==> src/rtl/eyeh_pkg.sv <==
// Shared constants, codes and control types of the eye-diagram histogram.
package eyeh_pkg;

   localparam int IMAGE_WIDTH  = 128;
   localparam int IMAGE_HEIGHT = 64;
   localparam int OVERSAMPLE   = 16;
   localparam int SAMPLE_BITS  = 16;

   localparam int PERIOD    = 2 * OVERSAMPLE;
   localparam int PH_W      = $clog2(PERIOD);
   localparam int ROW_W     = $clog2(IMAGE_HEIGHT);
   localparam int COL_W     = $clog2(IMAGE_WIDTH);
   localparam int ADDR_W    = ROW_W + COL_W;
   localparam int DEPTH     = IMAGE_HEIGHT * IMAGE_WIDTH;
   localparam int COL_SCALE = IMAGE_WIDTH / PERIOD;

   // scan window round the centre of the first UI
   localparam int SCAN_CX   = IMAGE_WIDTH / 4;
   localparam int SCAN_HALF = (IMAGE_WIDTH / 32) > 0 ? IMAGE_WIDTH / 32 : 1;
   localparam int SCAN_X0   = SCAN_CX > SCAN_HALF ? SCAN_CX - SCAN_HALF : 0;
   localparam int SCAN_X1   = (SCAN_CX + SCAN_HALF) > (IMAGE_WIDTH - 1) ?
                              IMAGE_WIDTH - 1 : SCAN_CX + SCAN_HALF;
   localparam int SCAN_NX   = SCAN_X1 - SCAN_X0 + 1;
   localparam int SCAN_XW   = $clog2(SCAN_NX);

   localparam int MAX_RES   = 16;
   localparam int RUN_W     = 7;
   localparam int FOUND_W   = 5;
   localparam int RES_IDX_W = 4;

   // row = (2*d*(H-1) + span) / (2*span)
   localparam int ROW_MUL   = 2 * (IMAGE_HEIGHT - 1);
   localparam int NUM_W     = 24;
   localparam int DEN_W     = SAMPLE_BITS + 2;

   localparam logic [1:0] CMD_SAMPLE = 2'd0;
   localparam logic [1:0] CMD_READ   = 2'd1;
   localparam logic [1:0] CMD_CLEAR  = 2'd2;
   localparam logic [1:0] CMD_SCAN   = 2'd3;

   localparam logic [1:0] KIND_BIN     = 2'd0;
   localparam logic [1:0] KIND_OPENING = 2'd1;
   localparam logic [1:0] KIND_NONE    = 2'd2;

   localparam logic CSR_LOW  = 1'b0;
   localparam logic CSR_HIGH = 1'b1;

   typedef struct packed {
      logic accept;
      logic prep;
      logic div_step;
      logic samp_rd;
      logic samp_wr;
      logic clr_step;
      logic bin_rd;
      logic bin_emit;
      logic scan_rd;
      logic scan_ev;
      logic scan_fin;
      logic scan_emit;
   } eyeh_cmd_type;

   typedef struct packed {
      logic span_pos;
      logic div_done;
      logic clr_done;
      logic scan_stop;
      logic scan_done;
      logic emit_last;
      logic out_free;
   } eyeh_stat_type;

endpackage

==> src/rtl/eyeh_ctrl.sv <==
// Controller state machine sequencing samples, reads, clears and scans.
module eyeh_ctrl (
   input  logic                   clock,
   input  logic                   reset,
   input  logic                   req_valid,
   input  logic [1:0]             req_cmd,
   output logic                   req_stall,
   input  eyeh_pkg::eyeh_stat_type stat,
   output eyeh_pkg::eyeh_cmd_type  cmd
);
   import eyeh_pkg::*;

   localparam logic [3:0] ST_IDLE  = 4'd0;
   localparam logic [3:0] ST_CLEAR = 4'd1;
   localparam logic [3:0] ST_PREP  = 4'd2;
   localparam logic [3:0] ST_DIV   = 4'd3;
   localparam logic [3:0] ST_SRD   = 4'd4;
   localparam logic [3:0] ST_SWR   = 4'd5;
   localparam logic [3:0] ST_RRD   = 4'd6;
   localparam logic [3:0] ST_REMIT = 4'd7;
   localparam logic [3:0] ST_SCHK  = 4'd8;
   localparam logic [3:0] ST_SCRD  = 4'd9;
   localparam logic [3:0] ST_SCEV  = 4'd10;
   localparam logic [3:0] ST_SCFIN = 4'd11;
   localparam logic [3:0] ST_EMIT  = 4'd12;

   logic [3:0] state_ff, state_in;

   assign req_stall = (state_ff != ST_IDLE);

   always_comb begin
      cmd      = '0;
      state_in = state_ff;
      unique case (state_ff)
         ST_IDLE: begin
            if (req_valid) begin
               cmd.accept = 1'b1;
               unique case (req_cmd)
                  CMD_SAMPLE: state_in = ST_PREP;
                  CMD_READ:   state_in = ST_RRD;
                  CMD_CLEAR:  state_in = ST_CLEAR;
                  CMD_SCAN:   state_in = ST_SCHK;
                  default:    state_in = ST_IDLE;
               endcase
            end
         end
         ST_CLEAR: begin
            cmd.clr_step = 1'b1;
            if (stat.clr_done) state_in = ST_IDLE;
         end
         ST_PREP: begin
            cmd.prep = 1'b1;
            state_in = stat.span_pos ? ST_DIV : ST_IDLE;
         end
         ST_DIV: begin
            cmd.div_step = 1'b1;
            if (stat.div_done) state_in = ST_SRD;
         end
         ST_SRD: begin
            cmd.samp_rd = 1'b1;
            state_in    = ST_SWR;
         end
         ST_SWR: begin
            cmd.samp_wr = 1'b1;
            state_in    = ST_IDLE;
         end
         ST_RRD: begin
            cmd.bin_rd = 1'b1;
            state_in   = ST_REMIT;
         end
         ST_REMIT: begin
            if (stat.out_free) begin
               cmd.bin_emit = 1'b1;
               state_in     = ST_IDLE;
            end
         end
         ST_SCHK: begin
            state_in = stat.scan_stop ? ST_SCFIN : ST_SCRD;
         end
         ST_SCRD: begin
            cmd.scan_rd = 1'b1;
            state_in    = ST_SCEV;
         end
         ST_SCEV: begin
            cmd.scan_ev = 1'b1;
            state_in    = stat.scan_done ? ST_SCFIN : ST_SCRD;
         end
         ST_SCFIN: begin
            cmd.scan_fin = 1'b1;
            state_in     = ST_EMIT;
         end
         ST_EMIT: begin
            if (stat.out_free) begin
               cmd.scan_emit = 1'b1;
               if (stat.emit_last) state_in = ST_IDLE;
            end
         end
         default: state_in = ST_IDLE;
      endcase
   end

   // reset lands in the clearing sweep of the bin store
   always_ff @(posedge clock) begin
      if (reset) begin
         state_ff <= ST_CLEAR;
      end else begin
         state_ff <= state_in;
      end
   end

endmodule

==> config.mk <==
export PLATFORM = sky130hd
export DESIGN_NAME = eyeh_ctrl
export DESIGN_NICKNAME = d
export VERILOG_FILES = /design/src/rtl/eyeh_pkg.sv /design/src/rtl/eyeh_ctrl.sv
export SDC_FILE = /design/constraint.sdc
export NUM_CORES = 1
export LEC_CHECK = 0
export BUFFER_PORTS_ARGS = -buffer_cell sky130_fd_sc_hd__buf_2
export CAP_MARGIN = 20
export CELL_PAD_IN_SITES_DETAIL_PLACEMENT = 0
export CELL_PAD_IN_SITES_GLOBAL_PLACEMENT = 1
export CORE_UTILIZATION = 25
export CTS_CLUSTER_SIZE = 12
export DETAILED_ROUTE_END_ITERATION = 10
export PLACE_DENSITY_LB_ADDON = 0.15
export SYNTH_ARGS = -nofsm -noshare
export SYNTH_HDL_FRONTEND = slang
export SYNTH_SLANG_ARGS = --single-unit
==> constraint.sdc <==
create_clock -name clock -period 1.2 [get_ports clock]
set_input_delay 0 -clock clock [delete_from_list [all_inputs] [get_ports clock]]
set_output_delay 0 -clock clock [all_outputs]
set_load 0.03 [all_outputs]
# Word level (Yosys, flattened, before mapping)
# Index checks and enable logic that the tools add are counted.
[word_totals]
regBits = 4
inputBits = 12
word_cells = 51
output_inout_bits = 13
[op_classes]
eq_ne = 21
n_mux = 25
reduce_logical = 4
[ops]
columns = ["operator", "n"]
rows = [
  ["one-hot mux 4 bit (12 select lines)", 1],
  ["2-to-1 mux 4 bit", 6],
  ["== test 4 bit, second input constant", 5],
  ["== test 4 x 3 -> 1 bit, second input constant", 4],
  ["one-hot mux 4 bit (4 select lines)", 1],
  ["2-to-1 mux 1 bit", 14],
  ["!= test 2 bit, second input constant", 6],
  ["== test 4 x 2 -> 1 bit, second input constant", 2],
  ["2-to-1 mux 2 bit", 3],
  ["AND reduction 6 bit", 1],
  ["== test 2 bit, second input constant", 2],
  ["== test 4 x 1 -> 1 bit, second input constant", 1],
  ["zero test 4 bit", 1],
  ["nonzero test 4 bit", 1],
  ["== test 2 x 1 -> 1 bit, second input constant", 1],
  ["zero test 2 bit", 1],
]

# Longest topological paths before layout
# Gate-level depths: netlist of the first run.
[logic_depth]
word_depth = 4
mapped_depth = 5

# Least setup slack after synthesis of the first run
# No wires, ideal clock.
[synth_timing]
path_type = "reg2out"
from = "register state_ff[1]"
to = "output cmd[2] (netlist bit)"
t_required_ns = 1.200
n_path_buf = 2
slack_ns = -0.242
stages_incl_launch_ff = 5
t_arrival_ns = 1.442
path_cell_list = "dfxtp_1 -> buf_6 -> buf_2 -> nand2_1 -> nor3b_1"
[synth_rtl]
columns = ["element", "line", "rtl"]
rows = [
  ["from (decl)", "eyeh_ctrl.sv:27", "logic [3:0] state_ff, state_in;"],
  ["from (signal assigned)", "eyeh_ctrl.sv:107", "state_ff <= state_in;"],
  ["to (decl)", "eyeh_ctrl.sv:9", "output eyeh_pkg::eyeh_cmd_type cmd"],
]

# Worst setup path after layout of the first run
[layout_timing]
from = "register state_ff[3]"
to = "register state_ff[1]"
[layout_between]
elab_chain_len = 3
word_cells_on_any_way = 20
cone_classes = "eq/ne: 17; mux: 1; reduce/logical: 2"
[layout_rtl]
columns = ["element", "line", "rtl"]
rows = [
  ["== test 4 x 2 -> 1 bit, or another cell as far along", "eyeh_ctrl.sv:34", "unique case (state_ff)"],
  ["!= test 2 bit (no line)", "-", ""],
  ["AND reduction 6 bit (no line)", "-", ""],
]
# Parallel ways exist; a longest one is shown, timed or not.
# A chain may end at the register's enable or synchronous reset.

==> key figures, run 1 <==
Run status
  • Outcome: finished with violations
  • Failing checks: setup timing

Timing
  • RSZ-0062 raised after global routing: yes
  • Final Hold Fails: 0
  • Slew @ Worst Pin: around 240 ps
  • Setup-failing EPs final: 3
  • Post-route clock period utilization: 1.020
  • Fmax: just over 800 MHz
  • Max-slew headroom: 0.8406
  • Final worst slack: -23.64 ps
  • Fin crit period: 1224 ps
  • Skew final: approximately 1.5 ps
  • Slew Viols, Final: 0

Synth
  • Leading area contributor after synthesis: dfxtp_1
  • Cell area after synthesis: 455.4 µm²
  • Sequential share of the synthesized area: 0.1758
  • Top cell type's share of synthesized area: 0.1758
  • Synth Instances: 67
  • YS warnings: 0
  • #FFs+latches synth: 4
  • Top cells by area, synth: dfxtp_1 (18%), nor3_1 (7.7%), nor2_1 (7.4%)
  • Post-Syn Nets: 79
  • Distinct cells, synth: 33
  • Syn avg cell area: 6.798 µm²

Cells and area
  • Largest register FFs: 4
  • Fin cells: between 100 and 150
  • Top reg by flops: state_ff
  • Largest regs: state_ff: 4 flops
  • Area added between synthesis and finish: 112.9%
  • Diode count: 0
  • Layout cell share with drive strength beyond 1: 0.6881
  • Final net count: roughly 120

Pwr
  • Internal: between 0.5 and 0.6 mW
  • Sw Share: 0.4081
  • Switching Power: about 0.35 mW
  • Clock network power share: 0.187
  • Peak supply drop: slightly above 0.7 mV
  • Sequential share of power: 0.223
  • Lkg Pwr: 0.4107 nW
  • PwrDens: roughly 890 nW/µm²
  • Comb power frac: 0.590

Clocking
  • TritonCTS Buffers: 3
  • Clk_lat worst skew: roughly 230 ps
  • Root Driver: clkbuf_4
  • Longest Clk Path Bufs: 2
  • H-tree levels: 1
  • CTS sink cnt: 4
  • Reg clk slew, reported paths: 40 ps
  • CTS tree: yes

Die
  • Die ar.: 1996 µm²
  • Number of I/O pins: 25
  • Die Y: about 45 µm
  • Row cnt: 15
  • Initial Util: 0.2667
  • Chip Width: between 40 and 50 µm
  • Core footprint: about 1700 µm²

Setup path
  • Worst r2r path cells: 6
  • CP Class: reg2reg
  • CP startpoint: state_ff[3]
  • Reg-to-reg startpoint: state_ff[3]
  • Startpoint Class: flip-flop
  • Reg-to-Reg End: state_ff[1]
  • Worst-path fanout max: 6
  • FF-to-FF setup slack: -20 ps
  • Worst setup path endpoint: state_ff[1]
  • CP Capture Type: flip-flop
  • Worst path arrival time: ~1300 ps
  • Data required time of the worst path: 1310 ps

Route
  • Routed Antenna Nets: 0
  • DR vias/cell: approximately 4.9
  • WL final: about 1.6 mm
  • Remaining DRCs: 0
  • Starting DRC count in detailed routing: 2
  • Drt wl/cell: 12.30 µm
  • Vias: 650
  • DRT Pass-1 Iters: 4

Global routing
  • GRT Util Overall: 0.1642
  • Grt total ovfl: 0
  • Largest net degree at the start of global routing: 8
  • Vias in the first global route: slightly above 600
  • First-pass GRT wire length: approximately 2.4 mm
  • Initial antenna violation count: 0

Run
  • Max-Cap Viols: 0

Placement
  • Placer congestion estimate: ~0.77
  • Port Buffers: 24
  • Cells after DPL: between 100 and 150
  • Post-DP HPWL: ~1.1 mm
  • Setup slack after placement: -98.13 ps

Worst hold path
  • Hold crit path type: in2reg
  • Hold path cells: 4
==> metrics by stage <==
stage	total power, mW	TNS (ps)	area (µm²)	util	hold WS [ps]
global route	0.9191	-432.2	969.7	0.5678	114.5
CTS	0.8037	-129.7	873.3	0.5114	127.2
global placement	0.5593	-280.8	699.4	0.4095	224.1
detailed placement	0.5570	-436.0	699.4	0.4095	227.6
floorplan	0.4094	-116.8	480.5	-	69.07
finish	0.8583	-34.32	969.7	0.5678	109.7
==> final cells by class <==
class,count,area (µm²)
clock buffer,3,22.52
fill,167,738.2
inverter,3,12.51
multi-input combinational,53,460.4
sequential,4,95.09
tap,25,31.28
timing repair buffer,46,347.8
==> Yosys cell counts <==
library cell  instances
clkbuf_1              1
nand3b_1              1
a21oi_1               2
buf_6                 1
a31oi_1               2
clkinv_1              1
nor2_1                9
a211oi_1              1
a2111oi_0             1
o21a_1                2
o21ai_0               1
nand3_1               1
a41oi_1               1
and3_1                2
nor3b_1               2
nor3_2                1
a311oi_1              1
o311a_1               1
nor3_1                7
and4_1                1
o2111ai_1             1
a21boi_0              1
inv_1                 2
o221ai_1              1
o31ai_1               1
buf_2                 3
nand2_1               8
buf_4                 2
nand2b_1              1
a211o_1               1
o211ai_1              2
dfxtp_1               4
a211oi_2              1
==> cell usage in the layout, fill, tap and decap left out, types with 3 or more instances in the layout <==
master / count
buf_4: 21
buf_2: 15
buf_6: 8
nor2_1: 7
nor3_2: 6
nand2_1: 5
dfxtp_4: 4
clkbuf_4: 3
==> power groups by stage <==
stage	Sequential (mW)	Clock, mW	Combinational (mW)
after CTS	0.183	0.167	0.454
final	0.192	0.161	0.506
after global routing	0.194	0.182	0.542
after global placement	0.181	0	0.378
after floorplan	0.158	0	0.251
after detailed placement	0.182	0	0.375
==> timing repair <==
action / 4_1_cts / 5_1_grt
endpoints found under the setup margin: 17 / 15
gates resized for setup: 35 / 20
hold buffers: 1 / 0
endpoints found under the hold margin: 3 / 0
pin swaps: 8 / 15
buffers inserted: 6 / 2
==> worst min-delay path by stage <==
stage	startpoint	to
5_1_grt	stat[5]	state_ff[1]
4_1_cts	stat[5]	state_ff[1]
2_1_floorplan	reset	state_ff[3]
6_report	stat[5]	state_ff[1]
3_5_place_dp	reset	state_ff[3]
3_3_place_gp	reset	state_ff[3]
==> layer usage <==
metal  vias to the layer above  GRT usage  part of all wire
met5                         -          0                 0
met1                       303     0.2054              0.43
met2                        13     0.2853              0.54
li1                        334          -                 -
met3                         0    0.04898             0.028
met4                         0    0.01818                 0
==> worst max-delay path: stages, from the launching register on <==
cell and delay [ps]:
dfxtp_4 350, buf_6 130, nor3_4 150, a31oi_4 60
nor3_2 240, buf_4 150, a211oi_2 30
==> cell families (layout without fill, tap and decap cells) <==
group,count (synthesis),after routing,share of synthesized area
buffers and inverters,10,52,0.1236
DFF,4,4,0.1758
and+or+nand+nor,33,33,0.3599
AOI/OAI and AO/OA,20,20,0.3407
Power figures use the tool's default switching activity.
==> run 2, diff against run 1 <==
- ABC_AREA: unset -> 1
- CORE_UTILIZATION: 25 -> 24
==> run 2 against run 1 <==
  * The run still ends with setup timing left
  * Via count grew 11%
  * Area after synthesis grew 7.4%
  * Clock skew shrank 0.55 ps
  * Non-clock buffer count shrank 1
  * Synthesized cell count grew 37%
  * Global-route usage shrank 0.21 points
  * Sequential cell count is the same
==> key figures, run 2 <==
Synth
  • Most frequent cells after synthesis: inv_1 (20), nand2_1 (18), nor2_1 (15), nand3_1 (8), nand2_2 (7)
  • Sequential share of the synthesized area: 0.1637
  • Post-Syn Nets: roughly 100
  • Leading area contributor after synthesis: dfxtp_1
  • Asr flop ratio synth: 0
  • #FFs+latches synth: 4
  • Top cells by area, synth: dfxtp_1 (16%), inv_1 (15%), nand2_1 (14%)
  • Post-synth top flop: dfxtp_1
  • EDFF count, synth: 0
  • Synth Instances: 92
  • Syn avg cell area: about 5.3 µm²
  • YS warnings: 0
  • Cell area after synthesis: around 500 µm²
  • Distinct cells, synth: 16
  • Most frequent cell after synthesis: inv_1
  • Top cell type's share of synthesized area: 0.1637

Pwr
  • Peak supply drop: slightly below 0.9 mV
  • Total Power: around 1.5 mW
  • Comb power frac: 0.731
  • Clock network power share: 0.111
  • Sequential share of power: 0.159
  • Sw Share: 0.4792
  • Internal: between 0.7 and 0.8 mW
  • Switching Power: between 0.7 and 0.8 mW
  • PwrDens: around 1400 nW/µm²
  • Lkg Pwr: between 0.5 and 0.6 nW

Cells and area
  • Area added between synthesis and finish: 117.4%
  • Final net count: roughly 150
  • Largest regs: state_ff: 4 flops
  • Commonest non-fill, non-tap cell in the layout: buf_4
  • Layout cell share with drive strength beyond 1: 0.6429
  • Design area: 1064 µm²
  • FILL cells: 198
  • Diode count: 0
  • Top reg by flops: state_ff
  • Most frequent cells in the layout: buf_4 (17), buf_6 (16), inv_1 (15)
  • Largest register FFs: 4

Clocking
  • Clk_lat worst skew: approximately 230 ps
  • CTS sink cnt: 4
  • Root Driver: clkbuf_4
  • H-tree levels: 1
  • Longest Clk Path Bufs: 2
  • CTS tree: yes
  • TritonCTS Buffers: 3
  • Reg clk slew, reported paths: around 40 ps

Timing
  • Setup-failing EPs final: 13
  • RSZ-0062 raised after global routing: yes
  • Skew final: 0.9430 ps
  • Post-route clock period utilization: 1.062
  • Fmax: around 800 MHz
  • Max-slew headroom: 0.8264
  • Fin crit period: ~1300 ps
  • Slew @ Worst Pin: between 200 and 300 ps
  • Final Hold Fails: 0
  • TNS Setup: -423.1 ps
  • Final worst slack: -74.53 ps
  • Slew Viols, Final: 0

Worst hold path
  • Worst hold start: stat[6]
  • Hold EP: state_ff[0]
  • Hold crit path type: in2reg
  • Hold path cells: 5

Die
  • Row cnt: 15
  • Die Y: around 47 µm
  • Core footprint: between 1500 and 2000 µm²
  • Die ar.: ~2200 µm²
  • Chip Width: ~47 µm
  • Initial Util: 0.2687
  • Number of I/O pins: 25

Route
  • Met3 routed WL: around 78 µm
  • Remaining DRCs: 0
  • DRT Pass-1 Iters: 4
  • Routed Antenna Nets: 0
  • WL final: between 1.5 and 2 mm
  • DR vias/cell: between 4 and 5
  • M1 WL: approximately 740 µm
  • Vias: approximately 700
  • Top layer in use: met3
  • Starting DRC count in detailed routing: 21
  • Drt wl/cell: between 9 and 10 µm
  • Met2 WL: roughly 830 µm

Setup path
  • Startpoint Class: flip-flop
  • CP Capture Type: flip-flop
  • Reg-to-reg startpoint: state_ff[0]
  • Data required time of the worst path: between 1000 and 1500 ps
  • Worst-path fanout max: 6
  • CP Class: reg2reg
  • FF-to-FF setup slack: -70 ps
  • Worst path arrival time: 1400 ps
  • Worst r2r path cells: 9
  • Reg-to-Reg End: state_ff[2]

Global routing
  • Largest net degree at the start of global routing: 7
  • Grt total ovfl: 0
  • First-pass GRT wire length: approximately 2.5 mm
  • GRT Util Overall: 0.1621
  • Vias in the first global route: approximately 650
  • Initial antenna violation count: 0

Placement
  • Post-DP HPWL: ~1.2 mm
  • Setup slack after placement: -177.1 ps
  • Dpl cell area: roughly 760 µm²
  • Port Buffers: 24
  • Placer congestion estimate: about 0.78

Run status
  • Failing checks: setup timing
  • Outcome: finished with violations

Run
  • Max-Cap Viols: 0
## run 2: area by class of cell
| class | count | area, µm² | share of cell area |
|---|---|---|---|
| clock buffers | 3 | 22.52 | 0.02118 |
| inverters | 23 | 91.34 | 0.08588 |
| multi-input cells | 65 | 450.4 | 0.4235 |
| flip-flops and latches | 4 | 95.09 | 0.08941 |
| well taps | 25 | 31.28 | 0.02941 |
| repair buffers | 45 | 372.9 | 0.3506 |
## run 2: critical path, stage by stage (launching register included)
cell and delay (ps):
dfxtp_4 370, buf_6 120, nand2_4 70, inv_4 50, nand3_4 60, nand2_4 70, nor2_4 150, nand2_4 80
o21bai_1 150, nor2_1 60
## run 2: layer usage
metal	track usage	vias up
met3	0.03462	0
li1	-	377
met5	0	-
met1	0.2041	313
met2	0.2750	29
met4	0.05143	0
## run 2: worst max-delay path by stage
stage                  endpoint        start  slack [ps]  cells past startpoint
floorplan           state_ff[2]  state_ff[0]        -120                      7
CTS                 state_ff[3]  state_ff[3]         -80                      8
finish              state_ff[2]  state_ff[0]         -70                      9
global route        state_ff[1]  state_ff[0]        -140                     10
global placement    state_ff[1]  state_ff[3]        -190                      8
detailed placement  state_ff[1]  state_ff[3]        -180                      8
## run 2: repair_timing
item                                   CTS  global route
gates cloned                             0             0
buffers inserted                         5             1
gates resized for setup                 48            25
endpoints found under the hold margin    2             0
hold buffers                             1             0
setup endpoints to repair               17            17
pin swaps                               11            16
## run 2: power groups by stage
stage               clock network (mW)  registers, mW  logic [mW]
floorplan                            0          0.210       0.476
global placement                     0          0.214       0.758
detailed placement                   0          0.217       0.759
CTS                              0.175          0.235        1.00
global route                     0.177          0.247        1.20
finish                           0.168          0.241        1.11
## run 2: cell families (layout without fill, tap and decap cells)
group                  after synthesis  after routing  synth area share
buffers and inverters               23             71            0.1765
AND/OR/NAND/NOR                     55             55            0.5396
flip-flops                           4              4            0.1637
AO/OA/AOI/OAI                       10             10            0.1202
## run 2: through the flow
| step | std cells | utilization | hold slack, ps |
|---|---|---|---|
| finish | 165 | 0.5842 | 116.0 |
| global route | 165 | 0.5842 | 167.4 |
| CTS | 164 | 0.5347 | 124.6 |
| detailed placement | 155 | 0.4151 | 207.9 |
| global placement | 155 | 0.4151 | 208.2 |
| floorplan | 92 | - | 62.44 |
==> run 3, diff against run 2 <==
- CORE_MARGIN: unset -> 1.5
- CORE_UTILIZATION: 24 -> 29
- clock period: 1.2 -> 1.55 ns (I/O delays scaled with it)
==> run 3 against run 2 <==
  * The run now ends clean
  * Highest routed layer unchanged
  * Non-clock buffer count shrank 19
  * Total power is 49% lower
  * Routed wire length fell by 20%
==> key figures, run 3 (synthesized netlist as in run 2, its figures left out) <==
Cells and area
  • Area added between synthesis and finish: 36.83%
  • Top reg by flops: state_ff
  • Largest regs: state_ff: 4 flops
  • Layout cell share with drive strength beyond 1: 0.3636
  • Diode count: 0
  • Largest register FFs: 4
  • Fin cells: 137
  • Commonest non-fill, non-tap cell in the layout: buf_2
  • Most frequent cells in the layout: buf_2 (24), inv_1 (20), nand2_1 (18)
  • Final net count: roughly 140

Route
  • Remaining DRCs: 0
  • Drt wl/cell: roughly 9.6 µm
  • Routed Antenna Nets: 0
  • DR vias/cell: between 4 and 5
  • Starting DRC count in detailed routing: 8
  • Vias: a little over 600
  • DRT Pass-1 Iters: 2
  • WL final: 1.316 mm

Timing
  • Fin crit period: approximately 1400 ps
  • Final worst slack: roughly 160 ps
  • RSZ-0062 raised after global routing: no
  • TNS Setup: 0 ps
  • Fmax: just over 700 MHz
  • Hold WS: 136.3 ps
  • Skew final: approximately 6.3 ps
  • Slew Viols, Final: 0
  • Setup-failing EPs final: 0
  • Slew @ Worst Pin: about 310 ps
  • Final Hold Fails: 0
  • Max-slew headroom: 0.7900
  • Post-route clock period utilization: 0.8962

Global routing
  • Initial antenna violation count: 0
  • GR peak layer: met2
  • Vias in the first global route: 570
  • Grt total ovfl: 0
  • Grt met1 use: 0.1995
  • Met3 track demand over resource: 0.07347
  • First-pass GRT wire length: between 2 and 2.5 mm
  • GRT Util Overall: 0.1585
  • M2 GR Usage: 0.2559
  • Largest net degree at the start of global routing: 9

Clocking
  • Root Driver: clkbuf_4
  • CTS tree: yes
  • H-tree levels: 1
  • CTS resizes: 0
  • Longest Clk Path Bufs: 2
  • CTS sink cnt: 4
  • Clk_lat worst skew: ~240 ps
  • Post-CTS Setup Bufs: 0
  • Post-cts hold buffer count: 1
  • Reg clk slew, reported paths: about 40 ps
  • TritonCTS Buffers: 3

Placement
  • Post-DP HPWL: approximately 1.1 mm
  • Port Buffers: 24
  • Cells after DPL: roughly 130
  • Setup slack after placement: ~230 ps
  • Placer congestion estimate: 0.8377

Pwr
  • Lkg Pwr: about 0.45 nW
  • Sw Share: 0.5337
  • Total Power: 0.7709 mW
  • PwrDens: between 1000 and 1500 nW/µm²
  • Switching Power: between 0.4 and 0.5 mW
  • Clock network power share: 0.169
  • Comb power frac: 0.609
  • Internal: 0.3595 mW
  • Sequential share of power: 0.222
  • Peak supply drop: 0.5122 mV

Die
  • Die ar.: just under 2000 µm²
  • Row cnt: 14
  • Initial Util: 0.3174
  • Die Y: about 44 µm
  • Chip Width: about 44 µm
  • Number of I/O pins: 25
  • Core footprint: around 1500 µm²

Worst hold path
  • Hold crit path type: in2reg

Setup path
  • Worst-path fanout max: 4
  • Startpoint Class: flip-flop
  • Data required time of the worst path: between 1500 and 2000 ps
  • Worst path arrival time: 1390 ps
  • CP Capture Type: output pin
  • FF-to-FF setup slack: about 200 ps
  • CP Class: reg2out

Run status
  • Outcome: finished, final reports clean

Run
  • Max-Cap Viols: 0
==> run 3: final timing paths <==
kind,end,cells past startpoint,from
worst max-delay path,cmd[8],5,state_ff[2]
worst max register to register,state_ff[1],9,state_ff[3]
worst min-delay path,state_ff[0],5,stat[6]
worst min register to register,state_ff[3],2,state_ff[3]
==> run 3: final cells by class <==
class	count	area, µm²
Inverter	23	86.33
Fill cell	175	872.1
Tap cell	16	20.02
Multi-Input combinational cell	65	322.8
Clock buffer	3	22.52
Sequential cell	4	80.08
Timing Repair Buffer	26	137.6
==> run 3: layer usage <==
layer  wire length [µm]  up-vias  part of all wire
met5                  0        -                 0
met4                  0        0                 0
met3                 88        0             0.067
met2                591       21              0.45
met1                636      258              0.48
li1                   -      338                 -
==> run 3: power by group through the flow <==
stage	registers, mW	logic [mW]	clock network, mW
after CTS	0.170	0.475	0.138
after global routing	0.174	0.527	0.150
after global placement	0.172	0.476	0
after floorplan	0.161	0.358	0
after detailed placement	0.172	0.471	0
final	0.171	0.469	0.130
==> run 3: stage by stage <==
stage / utilization / instance area (µm²)
after floorplan: - / 489.2
after global placement: 0.4131 / 636.9
after detailed placement: 0.4131 / 636.9
after CTS: 0.4343 / 669.4
after global routing: 0.4343 / 669.4
final: 0.4343 / 669.4
==> run 3: worst max-delay path, cell delays in order (launching register included) <==
cell	delay, ps
dfxtp_1	420
inv_2	70
nor2_1	220
inv_1	90
nor3_1	130
buf_2	220
